### config.mk
export PLATFORM = sky130hd
export DESIGN_NAME = brb_ctrl
export DESIGN_NICKNAME = d
export VERILOG_FILES = /design/src/hdl/brb_pkg.sv /design/src/hdl/brb_ctrl.sv
export SDC_FILE = /design/constraint.sdc
export NUM_CORES = 1
export LEC_CHECK = 0
export BUFFER_PORTS_ARGS = -buffer_cell sky130_fd_sc_hd__buf_4
export CAP_MARGIN = 20
export CORE_AREA = 2 2 114 116
export CTS_CLUSTER_SIZE = 28
export DETAILED_ROUTE_END_ITERATION = 10
export DIE_AREA = 0 0 116 118
export GPL_ROUTABILITY_DRIVEN = 0
export PLACE_DENSITY = 0.95
export SYNTH_ARGS = -nofsm -noshare
export SYNTH_HDL_FRONTEND = slang
export SYNTH_SLANG_ARGS = --single-unit
### constraint.sdc
create_clock -name clk -period 10.3 [get_ports clk]
set_input_delay 1.545 -clock clk [delete_from_list [all_inputs] [get_ports clk]]
set_output_delay 1.545 -clock clk [all_outputs]
set_load 0.005 [all_outputs]
### src/hdl/brb_pkg.sv
// Package for the byte ring buffer: action and status codes, the
// control-to-memory request struct, the occupancy view and index helpers.
// No dependencies.
`default_nettype none

package brb_pkg;

  localparam int IDX_W = 10;
  localparam int CNT_W = 10;
  localparam int BYTE_W = 8;
  localparam logic [IDX_W-1:0] BUF_SIZE_RST = 10'd1023;

  // Action codes
  localparam logic [2:0] ACT_NOP  = 3'd0;
  localparam logic [2:0] ACT_PUT  = 3'd1;
  localparam logic [2:0] ACT_GET  = 3'd2;
  localparam logic [2:0] ACT_RDAT = 3'd3;
  localparam logic [2:0] ACT_WRAT = 3'd4;
  localparam logic [2:0] ACT_CONS = 3'd5;
  localparam logic [2:0] ACT_PROD = 3'd6;

  // Status codes
  localparam logic [1:0] ST_OK     = 2'd0;
  localparam logic [1:0] ST_FULL   = 2'd1;
  localparam logic [1:0] ST_EMPTY  = 2'd2;
  localparam logic [1:0] ST_BEYOND = 2'd3;

  typedef struct packed {
    logic              wr_en;
    logic [IDX_W-1:0]  wr_idx;
    logic [BYTE_W-1:0] wr_byte;
    logic [IDX_W-1:0]  rd_idx;
  } brb_mem_req_t;

  typedef struct packed {
    logic [IDX_W-1:0] fill;
    logic [IDX_W-1:0] space;
    logic             full;
    logic             empty;
    logic [IDX_W-1:0] rd_len;
    logic [IDX_W-1:0] wr_len;
  } brb_view_t;

  // Occupancy and slice lengths for read index r, write index w, capacity s.
  function automatic brb_view_t slice_view(input logic [IDX_W-1:0] r,
                                           input logic [IDX_W-1:0] w,
                                           input logic [IDX_W-1:0] s);
    logic [IDX_W:0] cells;
    logic [IDX_W:0] fill;
    logic [IDX_W:0] space;
    logic [IDX_W:0] rl;
    logic [IDX_W:0] wl;
    brb_view_t      v;
    cells = {1'b0, s} + 1'b1;
    if (r <= w) begin
      fill = {1'b0, w} - {1'b0, r};
      rl   = {1'b0, w} - {1'b0, r};
    end else begin
      fill = cells - ({1'b0, r} - {1'b0, w});
      rl   = cells - {1'b0, r};
    end
    if (w >= r) begin
      wl = cells - {1'b0, w} - ((r == '0) ? 1'b1 : 1'b0);
    end else begin
      wl = {1'b0, r} - {1'b0, w} - 1'b1;
    end
    space   = {1'b0, s} - fill;
    v.fill  = fill[IDX_W-1:0];
    v.space = space[IDX_W-1:0];
    v.full  = (space == '0);
    v.empty = (r == w);
    v.rd_len = rl[IDX_W-1:0];
    v.wr_len = wl[IDX_W-1:0];
    return v;
  endfunction

  // Move an index by n cells, wrapping to zero past the last cell.
  function automatic logic [IDX_W-1:0] advance(input logic [IDX_W-1:0] idx,
                                               input logic [CNT_W-1:0] n,
                                               input logic [IDX_W-1:0] s);
    logic [IDX_W:0] v;
    logic [IDX_W:0] cells;
    cells = {1'b0, s} + 1'b1;
    v = {1'b0, idx} + {1'b0, n};
    return (v >= cells) ? '0 : v[IDX_W-1:0];
  endfunction

endpackage

`default_nettype wire

### src/hdl/brb_ctrl.sv
// Index and capacity registers of the ring buffer, action decode, bound
// checks and memory request generation. Depends on brb_pkg.
`default_nettype none

module brb_ctrl
  import brb_pkg::*;
#(
  parameter int MEM_CELLS = 1024
) (
  input  wire logic              clk,
  input  wire logic              rst,
  input  wire logic              accept,
  input  wire logic [2:0]        action,
  input  wire logic [BYTE_W-1:0] data_byte,
  input  wire logic [CNT_W-1:0]  count,
  input  wire logic              cfg_wr_en,
  input  wire logic [IDX_W-1:0]  cfg_wr_data,
  output brb_mem_req_t           mem_req,
  output brb_view_t              view,
  output logic                   done,
  output logic [1:0]             status,
  output logic                   rd_sel,
  output logic [IDX_W-1:0]       read_index,
  output logic [IDX_W-1:0]       write_index
);

  localparam logic [IDX_W-1:0] CAP_MAX =
    (MEM_CELLS - 1 > 1023) ? 10'd1023 : IDX_W'(MEM_CELLS - 1);

  logic [IDX_W-1:0] buf_size;
  logic [IDX_W-1:0] cap;
  logic [IDX_W-1:0] read_index_next;
  logic [IDX_W-1:0] write_index_next;
  logic [1:0]       status_next;
  logic             rd_sel_next;
  logic [IDX_W:0]   rd_sum;
  logic [IDX_W:0]   wr_sum;

  assign cap  = (buf_size > CAP_MAX) ? CAP_MAX : buf_size;
  assign view = slice_view(read_index, write_index, cap);

  assign rd_sum = {1'b0, read_index} + {1'b0, count};
  assign wr_sum = {1'b0, write_index} + {1'b0, count};

  always_comb begin
    read_index_next  = read_index;
    write_index_next = write_index;
    status_next      = ST_OK;
    rd_sel_next      = 1'b0;
    mem_req.wr_en    = 1'b0;
    mem_req.wr_idx   = write_index;
    mem_req.wr_byte  = data_byte;
    mem_req.rd_idx   = read_index;
    unique case (action)
      ACT_PUT: begin
        if (view.full) begin
          status_next = ST_FULL;
        end else begin
          mem_req.wr_en    = accept;
          write_index_next = advance(write_index, 10'd1, cap);
        end
      end
      ACT_GET: begin
        if (view.fill == '0) begin
          status_next = ST_EMPTY;
        end else begin
          rd_sel_next     = 1'b1;
          read_index_next = advance(read_index, 10'd1, cap);
        end
      end
      ACT_RDAT: begin
        if (count >= view.rd_len) begin
          status_next = ST_BEYOND;
        end else begin
          rd_sel_next    = 1'b1;
          mem_req.rd_idx = rd_sum[IDX_W-1:0];
        end
      end
      ACT_WRAT: begin
        if (count >= view.wr_len) begin
          status_next = ST_BEYOND;
        end else begin
          mem_req.wr_en  = accept;
          mem_req.wr_idx = wr_sum[IDX_W-1:0];
        end
      end
      ACT_CONS: begin
        if (count > view.rd_len) begin
          status_next = ST_BEYOND;
        end else begin
          read_index_next = advance(read_index, count, cap);
        end
      end
      ACT_PROD: begin
        if (count > view.wr_len) begin
          status_next = ST_BEYOND;
        end else begin
          write_index_next = advance(write_index, count, cap);
        end
      end
      default: begin
        // nop and the unused code leave everything as is
      end
    endcase
  end

  always_ff @(posedge clk) begin
    if (rst) begin
      buf_size    <= BUF_SIZE_RST;
      read_index  <= '0;
      write_index <= '0;
      done        <= 1'b0;
    end else if (cfg_wr_en) begin
      buf_size    <= cfg_wr_data;
      read_index  <= '0;
      write_index <= '0;
      done        <= 1'b0;
    end else begin
      done <= accept;
      if (accept) begin
        read_index  <= read_index_next;
        write_index <= write_index_next;
      end
    end
  end

  always_ff @(posedge clk) begin
    if (accept) begin
      status <= status_next;
      rd_sel <= rd_sel_next;
    end
  end

endmodule

`default_nettype wire

======== Word level (Yosys, flattened, before mapping) ========
Index checks and enable logic that the tools add are counted.
word-level totals
  bits of input ports ..................... 35
  word-level logic and storage cells ...... 80
  flip-flop bits (word level) ............. 34
  output and inout bits ................... 95
operators by class
  equal/unequal tests ..................... 11
  magnitude comparators ................... 11
  mux-type cells .......................... 31
  $add $sub $neg .......................... 13
  reduce and logical (&&, ||, !) cells .... 8
operator list
  cell                     number
  $mux W10                 14
  $ge A11 B11 Y1           4
  $pmux W10 S2             2
  $add A10 B1 Y11 const B  3
  $ge A10 B10 Y1           3
  $add A10 B10 Y11         2
  $mux W11                 2
  $sub A10 B10 Y11         2
  $gt A10 B10 Y1           2
  $logic_not A10 Y1        2
  $sub A10 B10 Y10         2
  $pmux W2 S6              1
  $logic_not A11 Y1        1
  $sub A10 B11 Y11         1
  $sub A11 B11 Y11         1
  $eq A10 B10 Y1           1
  $gt A10 B10 Y1 const B   1
  $le A10 B10 Y1           1
  $mux W2                  5
  $sub A10 B1 Y10          1
  $sub A10 B1 Y10 const B  1
  $eq A3 B3 Y1 const B     3
  $ne A2 B2 Y1 const B     4
  $reduce_and A4 Y1        2
  6 further kinds          13

======== Longest topological paths before layout ========
Gate-level depths: netlist of run 1.
  depth in word-level cells ............... 9
  gate-level depth with buffers ........... 29
  gate-level depth less buffers ........... 27

======== Least setup slack after synthesis of run 1 ========
OpenSTA, ideal clock, no wires.
  path type ............................... reg-to-output
  from .................................... reg read_index[1]
  to ...................................... out mem_req[28] (netlist bit)
  path buffers ............................ 0
  stages on the path, launching flop included .. 26
  path slack .............................. 3,722 ps
  arrival ................................. 5,033 ps
  path through ............................ dfxtp_1 > inv_1 > ha_1 > and3b_4 > o21ai_2 > a21oi_1 > nor2_1 > xnor2_1 > inv_1 > ha_1 > a21oi_1 > o32ai_1 > or3_1 > a21oi_1 > xor2_1 > nor2_1 > nor2_1 > ha_1 > nand3_1 > o31ai_1 > a21oi_1 > o211ai_1 > nor4_1 > nand2_1 > a31oi_1 > nor3_1
RTL lines
  what                    RTL line         text
  start, declared         brb_ctrl.sv:23   output logic [IDX_W-1:0] read_index,
  start signal, assigned  brb_ctrl.sv:121  read_index <= read_index_next;
  end, declared           brb_ctrl.sv:18   output brb_mem_req_t mem_req,

==> results of run 1 <==
worst max-delay path by stage:
stage | startpoint | to | cells past startpoint
floorplan | read_index[1] | mem_req[28] | 25
global placement | write_index[1] | mem_req[28] | 24
detailed placement | write_index[1] | mem_req[28] | 24
CTS | write_index[1] | mem_req[28] | 24
global route | write_index[1] | mem_req[28] | 24
finish | write_index[1] | mem_req[28] | 24
layout make-up:
| class | count | area, sq um | share of cell area [%] |
|---|---|---|---|
| Timing Repair Buffer | 119 | 897 | 10.1 |
| Tap cell | 172 | 215 | 2.42 |
| Sequential cell | 34 | 711 | 8.00 |
| Clock inverter | 2 | 11.3 | 0.127 |
| Multi-Input combinational cell | 843 | 6440 | 72.5 |
| Clock buffer | 6 | 139 | 1.56 |
| Inverter | 126 | 473 | 5.32 |
metal layers:
| metal | routed length, microns | up-vias | GRT usage, % |
|---|---|---|---|
| met4 | 2480 | 0 | 28.6 |
| met1 | 10200 | 3901 | 49.8 |
| met5 | 0 | - | 0 |
| li1 | - | 3885 | - |
| met2 | 11400 | 744 | 57.3 |
| met3 | 4280 | 205 | 14.6 |
power by group:
| group | internal (mW) | switching (mW) |
|---|---|---|
| registers | 0.143 | 0.0149 |
| clock network | 0.0962 | 0.0673 |
| logic | 0.604 | 0.806 |
| total | 0.843 | 0.888 |
flip-flops by register name (all words and copies together) (netlist names):
name / cells
buf_size: 10
write_index: 10
rd_sel: 1
done: 1
read_index: 10
status: 2
worst min-delay path, delay by kind of cell (launching register included):
kind             cells  cell delay, ns
muxes                1            0.10
and+or+nand+nor      1            0.06
DFF                  1            0.41
cells in the final DEF, fill, tap and decap left out, drive strengths merged, types with 12 or more instances in the layout:
cell type  count
inv          126
o21a          16
ha           141
nor3          25
xnor2         64
dfxtp         31
a21oi         72
a21o          34
buf          119
nand2         92
nand3         27
mux2i         16
nor2          45
o21ai         79
a211oi        12
xor2          21
cell families (layout without fill, tap and decap cells):
logic type / count (synthesis) / after routing / synth area share [%]
buf+inv: 171 / 253 / 8.89
compound gates: 308 / 308 / 26.8
flops: 34 / 34 / 9.07
mux: 19 / 19 / 2.48
simple gates: 277 / 277 / 17.7
fa+ha+maj: 153 / 153 / 25.2
xor+xnor: 86 / 86 / 9.79
==> results.yml, run 1 <==
synthesis:
  synthesis.area_per_instance_sq_um: 7.48
  share_of_synthesized_flip_flops_with_an_asynchronous_set_or_reset_pct: 0
  cell_area_after_synthesis_sq_um: 7840
  synth_top_flop_cell: "dfxtp_1"
  post_synthesis_cell_type_with_the_largest_combined_area: "ha_1"
  synthesis.yosys.warnings: 0
  synth.top_cells.by_count: "ha_1 (141), inv_1 (124), nand2_1 (90), o21ai_0 (72), a21oi_1 (70)"
  synth.top_cells.by_area: "ha_1 (23%), dfxtp_1 (7.9%), xnor2_1 (7.2%)"
  fraction_of_post_synthesis_cell_area_in_the_top_cell_type_by_area_pct: 22.5
  postSynthCellCount: 1048
  seq_total_area_yosys_pct: 9.07
  synth_seq_cells: 34
  yosys.cell_count.top_type: "ha_1"
  yosysUniqueCellTypes: 89
  synth.net_count: 1233
  synth_enable_flop_cells: 3
floorplanning:
  design.core.area_sq_um: 12400
  top_level_ports: 130
  die-width_microns: 116
  number_of_standard_cell_rows_in_the_floorplan: 41
  die_y_microns: 118
  die_area_sq_um: 13700
  starting_density_of_the_core_pct: 63.1
cts:
  cts_root_buf: "clkbuf_16"
  hold_buffers: 0
  maximum_buffer_depth_of_the_clock_tree: 2
  worst_skew_late_latency_ns: 0.29
  clock_tree.htree_level_count: 2
  clock_tree_from_tritoncts: "yes"
  cts_setup_buffers: 0
  reg_clk_slew_reported_paths_ns: 0.06
  cts.repair.resized: 0
  cts-buffers-inserted: 5
  clk_sinks: 34
global_route:
  grt_start_max_net_pins: 29
  grt_first_pass_wirelength_microns: 43200
  global_route_usage_over_all_layers_pct: 40.4
  first_global_vias: 8324
  global_route.overflow_total: 0
  antenna_found_initial: 0
cells_and_area:
  diodes: 0
  layout-drive-gt1-share_pct: 14.8
  final_core_utilization_pct: 71.6
  final_net_count: 1314
  layoutNonFillerInstCount: 1302
  layout.cell_area.non_filler_sq_um: 8880
  n_fill_cell: 962
  area.growth.synth_to_final_pct: 13.4
power_and_ir_drop:
  total_power_mw: 1.73
  p_per_area_nw_per_um2: 195
  ir_drop_uv: 244
  leakagePower_nw: 4.31
drt:
  drt_pre_antenna_iters: 6
  drt_wl_total_microns: 28400
  drt_iter0_markers: 1242
  post_dr_wirelength_cell_microns: 21.8
  antenna_left: 0
  via_per_inst: 6.71
  drc: 0
  via_count: 8735
critical_path:
  cp_cell_sequence: "inv_1 > fa_1 > a21o_2 > a221oi_1 > xnor2_1 > inv_1 > ha_1 > nand3_1 > o32ai_1 > or3_1 > a21oi_1 > xor2_1 > nor2_1 > nor2_1 > ha_1 > nand3_1 > o31ai_1 > a21oi_1 > o211ai_1 > nor4_1 > nand2_1 > a31oi_1 > nor3_1 > buf_4"
  timing.critical_path.slowest_stage_cell: "dfxtp_1"
  r2r-end: "write_index[2]"
  highest_net_fanout_along_the_worst_path: 10
  critical_path.n_buffers_inverters: 3
  timing.reg2reg.worst_path_depth: 24
  cp_data_required_time_ns: 8.76
  critical_path_class: "flip-flop to output pin"
  timing.critical_path.arrival_ns: 6.74
  endpoint_kind: "output pin"
  cp-start-kind: "flip-flop"
  worstReg2RegStart: "write_index[1]"
  crit_path_max_incr_delay_ns: 0.65
  path_delay_family: "simple AND/OR/NAND/NOR gates"
  reg2reg_slack_ns: 3.42
sta:
  setup-violations-final: 0
  totalNegativeSetupSlack_ns: 0
  final-max-slew-violation-count: 0
  worst_pin_slew_ns: 1.14
  period_needed_ns: 8.28
  timing.final.crit_share_pct: 80.4
  fin_skew_ns: 0.00707
  unrepaired_setup_endpoints_after_global_routing: "false"
  worst_slack_ns: 2.02
  hold_viol_final: 0
  slew-limit-headroom_pct: 23.2
  fin_worst_hold_slack_ns: 0.589
  clock.fmax_mhz: 121
min_path:
  timing.hold.worst.class: "flip-flop to flip-flop"
  hp-start: "buf_size[9]"
  hold-path-endpoint: "buf_size[9]"
  hold-path-cell-count: 2
place:
  placed_cells_incl_taps: 1292
  dp_slack_ns: 2.63
  port_buffers: 113
  dpl.hpwl_microns: 21400
  dpl-instance-area_sq_um: 8720
run:
  maxCapViolCount: 0
outcome:
  run_status: "completed"
(Power assumes the default switching activity.)
==> run 2, diff against run 1 <==
Settings changed: CORE_AREA 2 2 114 116 to 2 2 119 121, DIE_AREA 0 0 116 118 to 0 0 121 123, PLACE_DENSITY 0.95 to 0.9.
Clock period 10.3 ns to 8.6 ns, I/O delays scaled along.
==> run 2 against run 1 <==
Against the previous run: combinational power rose by 19%; count of clock-buffer cells in the layout did not move; utilization fell by 5.8 points; critical path depth rose by 2; final area rose by 0.76%; critical path type unchanged; critical endpoint unchanged; largest power group unchanged.
==> results.yml, run 2 (synthesis gave the netlist of run 1 again) <==
outcome:
  run_status: "completed"
sta:
  fin_worst_hold_slack_ns: 0.581
  hold_viol_final: 0
  slew-limit-headroom_pct: 19.9
  period_needed_ns: 7.72
  totalNegativeSetupSlack_ns: 0
  fin_skew_ns: 0.0126
  worst_pin_slew_ns: 1.20
  clock.fmax_mhz: 130
  timing.final.crit_share_pct: 89.7
  setup-violations-final: 0
  final-max-slew-violation-count: 0
  unrepaired_setup_endpoints_after_global_routing: "false"
drt:
  drc: 0
  via_count: 8672
  drt_iter0_markers: 1238
  drt_wl_total_microns: 28000
  drt_pre_antenna_iters: 8
  post_dr_wirelength_cell_microns: 21.3
  antenna_left: 0
  via_per_inst: 6.60
floorplanning:
  die-width_microns: 121
  die_y_microns: 123
  die_area_sq_um: 14900
  number_of_standard_cell_rows_in_the_floorplan: 43
  starting_density_of_the_core_pct: 57.6
  design.core.area_sq_um: 13600
  top_level_ports: 130
cts:
  cts_setup_buffers: 0
  maximum_buffer_depth_of_the_clock_tree: 2
  cts_root_buf: "clkbuf_16"
  cts-buffers-inserted: 5
  reg_clk_slew_reported_paths_ns: 0.06
  cts.repair.resized: 0
  worst_skew_late_latency_ns: 0.30
  hold_buffers: 0
  clk_sinks: 34
  clock_tree_from_tritoncts: "yes"
  clock_tree.htree_level_count: 2
global_route:
  grt_first_pass_wirelength_microns: 42900
  first_global_vias: 8214
  antenna_found_initial: 0
  global_route.overflow_total: 0
  global_route_usage_over_all_layers_pct: 36.9
  grt_start_max_net_pins: 29
critical_path:
  timing.critical_path.arrival_ns: 6.43
  reg2reg_slack_ns: 2.00
  cp-start-kind: "flip-flop"
  path_delay_family: "simple AND/OR/NAND/NOR gates"
  highest_net_fanout_along_the_worst_path: 9
  timing.critical_path.slowest_stage_cell: "nor4_1"
  crit_path_max_incr_delay_ns: 0.60
  cp_data_required_time_ns: 7.31
  critical_path_class: "flip-flop to output pin"
  critical_path.n_buffers_inverters: 3
  crit_top_cell: "a21oi_1"
  endpoint_kind: "output pin"
cells_and_area:
  footprint_of_the_multi_input_gates_sq_um: 6440
  final_net_count: 1317
  final-seq-area_sq_um: 711
  layoutNonFillerInstCount: 1313
  area.growth.synth_to_final_pct: 14.3
  n_fill_cell: 1113
  diodes: 0
  layout_common_cells: "ha_1 (141), inv_1 (124), buf_4 (120)"
  mostFrequentLayoutCell: "ha_1"
  reg_top3: "buf_size: 10 flops, read_index: 10 flops, write_index: 10 flops"
  layout-drive-gt1-share_pct: 15.0
power_and_ir_drop:
  leakagePower_nw: 4.34
  p_per_area_nw_per_um2: 235
  ir_drop_uv: 202
place:
  port_buffers: 113
  dpl.hpwl_microns: 21300
  placed_cells_incl_taps: 1302
run:
  maxCapViolCount: 0
min_path:
  timing.hold.worst.class: "flip-flop to flip-flop"
run 2: cell count changes in the layout (fill, tap and decap cells not counted), sizes merged:
cell    previous run  this run
buf              119       120
bufinv             0         1
clkbuf             6         8
inv              126       125
run 2: stage by stage:
stage / utilization, % / cell area [sq um] / power, mW / worst slack [ns]
6_report: 65.8 / 8950 / 2.11 / 0.882
5_1_grt: 65.8 / 8950 / 2.26 / 0.387
4_1_cts: 65.6 / 8930 / 2.05 / 1.04
3_5_place_dp: 64.2 / 8740 / 1.80 / 1.36
3_3_place_gp: 64.2 / 8740 / 1.75 / 1.69
2_1_floorplan: - / 7840 / 1.25 / 2.28
run 2: power breakdown:
group	switching (mW)	total (mW)	internal (mW)
Clock	0.0824	0.238	0.155
Combinational	0.958	1.68	0.721
Sequential	0.0176	0.188	0.171
run 2: layout make-up:
cell class / instances / area share (%)
timing repair buffer: 122 / 10.2
sequential: 34 / 7.94
multi-input combinational: 843 / 71.9
tap: 180 / 2.52
inverter: 126 / 5.28
clock buffer: 6 / 1.68
clock inverter: 2 / 0.433
run 2: path summary, 6_finish.rpt:
kind | to | from | depth (start not counted)
setup / recovery | mem_req[28] | read_index[1] | 26
hold / removal | buf_size[5] | buf_size[5] | 2
setup reg to reg | write_index[1] | read_index[1] | 27
hold reg to reg | buf_size[5] | buf_size[5] | 2
run 2: worst reg2reg max path: stages, from the launching register on:
cell	delay [ns]
dfxtp_1	0.57
inv_1	0.26
ha_1	0.38
and3b_4	0.20
o21ai_2	0.34
a21oi_1	0.12
nor2_1	0.17
xnor2_1	0.24
inv_1	0.09
ha_1	0.36
a21oi_1	0.21
o32ai_1	0.13
or3_1	0.33
a21oi_1	0.19
xor2_1	0.09
nor2_1	0.32
nor2_1	0.13
ha_1	0.38
nand3_1	0.12
o31ai_1	0.08
a21oi_1	0.13
o211ai_1	0.13
nor4_1	0.60
nor4b_2	0.34
a211oi_2	0.06
buf_4	0.23
o21ai_0	0.23
a31oi_1	0.07
run 2: metal layers:
layer	wire, microns	track usage [%]
met5	0	0
met1	10500	45.7
met3	3570	9.32
met2	11800	57.3
met4	2050	23.4
==> run 3, diff against run 2 <==
Settings changed: REMOVE_ABC_BUFFERS set to 1, SETUP_SLACK_MARGIN set to 0.15.
Clock period 8.6 ns to 7.8 ns, I/O delays scaled along.
==> run 3 against run 2 <==
Against the previous run: first-iteration DRC count decreased by 18%; combinational power increased by 12%; sequential cell count unchanged; cell count about the same; highest routed layer unchanged; final area increased by 0.50%; non-clock buffer count increased by 1; critical path type unchanged; global-route usage decreased by 2.7 points; clock skew decreased by 0.0026 ns; utilization increased by 0.33 points.
==> results.yml, run 3 (synthesis gave the netlist of run 1 again) <==
cts:
  reg_clk_slew_reported_paths_ns: 0.07
  cts-buffers-inserted: 5
  cts_root_buf: "clkbuf_16"
  clk_sinks: 34
  maximum_buffer_depth_of_the_clock_tree: 2
  clock_tree_from_tritoncts: "yes"
  worst_skew_late_latency_ns: 0.30
  cts_setup_buffers: 0
  hold_buffers: 0
  clock_tree.htree_level_count: 2
sta:
  fin_worst_hold_slack_ns: 0.584
  final-max-slew-violation-count: 0
  unrepaired_setup_endpoints_after_global_routing: "false"
  setup-violations-final: 0
  fin_skew_ns: 0.00998
  worst_pin_slew_ns: 0.913
  clock.fmax_mhz: 137
  timing.final.crit_share_pct: 93.3
  totalNegativeSetupSlack_ns: 0
  hold_viol_final: 0
  slew-limit-headroom_pct: 38.7
  period_needed_ns: 7.28
cells_and_area:
  reg_top3: "buf_size: 10 flops, read_index: 10 flops, write_index: 10 flops"
  area.growth.synth_to_final_pct: 14.8
  layout.cell_area.non_filler_sq_um: 9000
  footprint_of_the_multi_input_gates_sq_um: 6470
  layout_common_cells: "ha_1 (141), inv_1 (124), buf_4 (122)"
  layout-drive-gt1-share_pct: 15.4
  final-seq-area_sq_um: 712
  mostFrequentLayoutCell: "ha_1"
  diodes: 0
  n_fill_cell: 1111
  final_net_count: 1318
floorplanning:
  starting_density_of_the_core_pct: 57.6
  die_y_microns: 123
  number_of_standard_cell_rows_in_the_floorplan: 43
  design.core.area_sq_um: 13600
  die_area_sq_um: 14900
  top_level_ports: 130
  die-width_microns: 121
place:
  dpl.hpwl_microns: 20600
  dpl-instance-area_sq_um: 8760
  port_buffers: 113
global_route:
  first_global_vias: 7834
  global_route.overflow_total: 0
  grt_start_max_net_pins: 23
  antenna_found_initial: 0
  grt-busiest-layer: "met2"
  grt.met1_usage_pct: 43.3
  grt.met3_usage_pct: 8.44
  grt_first_pass_wirelength_microns: 40100
  gr-usage-met2_pct: 52.6
  global_route_usage_over_all_layers_pct: 34.2
power_and_ir_drop:
  switching_share_pct: 50.5
  net-switching-power_mw: 1.19
  ir_drop_uv: 195
  internal-power_mw: 1.17
  clkPwrFrac_pct: 11.5
  p_per_area_nw_per_um2: 262
  combinational_cell_fraction_of_total_power_pct: 79.8
  leakagePower_nw: 4.35
  power.share.sequential_pct: 8.7
drt:
  drt_pre_antenna_iters: 6
  antenna_left: 0
  drt_wl_total_microns: 26400
  via_per_inst: 6.50
  drt_iter0_markers: 1017
  drc: 0
  via_count: 8544
  post_dr_wirelength_cell_microns: 20.1
min_path:
  timing.hold.worst.class: "flip-flop to flip-flop"
critical_path:
  cp-start-kind: "flip-flop"
  endpoint_kind: "output pin"
  cp_data_required_time_ns: 6.63
  critical_path_class: "flip-flop to output pin"
  timing.critical_path.arrival_ns: 6.11
  highest_net_fanout_along_the_worst_path: 10
run:
  maxCapViolCount: 0
outcome:
  run_status: "completed"
run 3: layout make-up:
type	count	share of cell area [%]
Inverter	126	5.26
Clock inverter	1	0.334
Clock buffer	7	1.82
Timing Repair Buffer	123	10.3
Tap cell	180	2.50
Multi-Input combinational cell	843	71.9
Sequential cell	34	7.91
run 3: what timing repair did:
| item | CTS | global route |
|---|---|---|
| resized for setup | 0 | 7 |
| setup endpoints to repair | 0 | 2 |
| hold endpoints to repair | 0 | 0 |
run 3: worst paths after layout:
check	start	endpoint	slack, ns	cells past startpoint
setup reg to reg	read_index[2]	write_index[6]	1.39	27
hold / removal	buf_size[4]	buf_size[4]	0.58	2
hold reg to reg	buf_size[4]	buf_size[4]	0.58	2
setup / recovery	write_index[1]	mem_req[28]	0.52	21
run 3: per-stage QoR:
stage | cells | total power [mW] | utilization [%] | worst slack, ns
after floorplan | 1003 | 1.36 | - | 1.47
after global placement | 1304 | 1.92 | 64.3 | 0.972
after detailed placement | 1304 | 1.97 | 64.3 | 0.708
after CTS | 1312 | 2.27 | 65.8 | 0.220
after global routing | 1314 | 2.50 | 66.1 | 0.231
final | 1314 | 2.36 | 66.1 | 0.523
run 3: routing by layer:
metal | vias up | wire length [microns]
li1 | 3914 | -
met1 | 3883 | 10100
met2 | 581 | 11300
met3 | 166 | 3050
met4 | 0 | 1930
met5 | - | 0
run 3: critical path: stages, from the launching register on:
cell and delay, ns:
dfxtp_1 0.60, inv_1 0.25, fa_1 0.48, xnor2_1 0.45, ha_1 0.37, a21oi_1 0.44
a31oi_1 0.08, nor2_1 0.25, xnor2_1 0.11, o21ai_0 0.43, ha_1 0.36, o21ai_0 0.10
o21ai_0 0.16, a2111oi_1 0.44, nor2_1 0.15, a21o_1 0.21, a21oi_1 0.28, xnor2_1 0.18
nand2_1 0.09, a31oi_1 0.18, nor3_1 0.07, buf_4 0.13
run 3: power groups by stage:
stage,logic [mW],clock network [mW],registers (mW)
2_1_floorplan,1.16,0,0.204
3_3_place_gp,1.72,0,0.207
3_5_place_dp,1.77,0,0.208
4_1_cts,1.79,0.271,0.204
5_1_grt,2.02,0.279,0.206
6_report,1.88,0.272,0.205
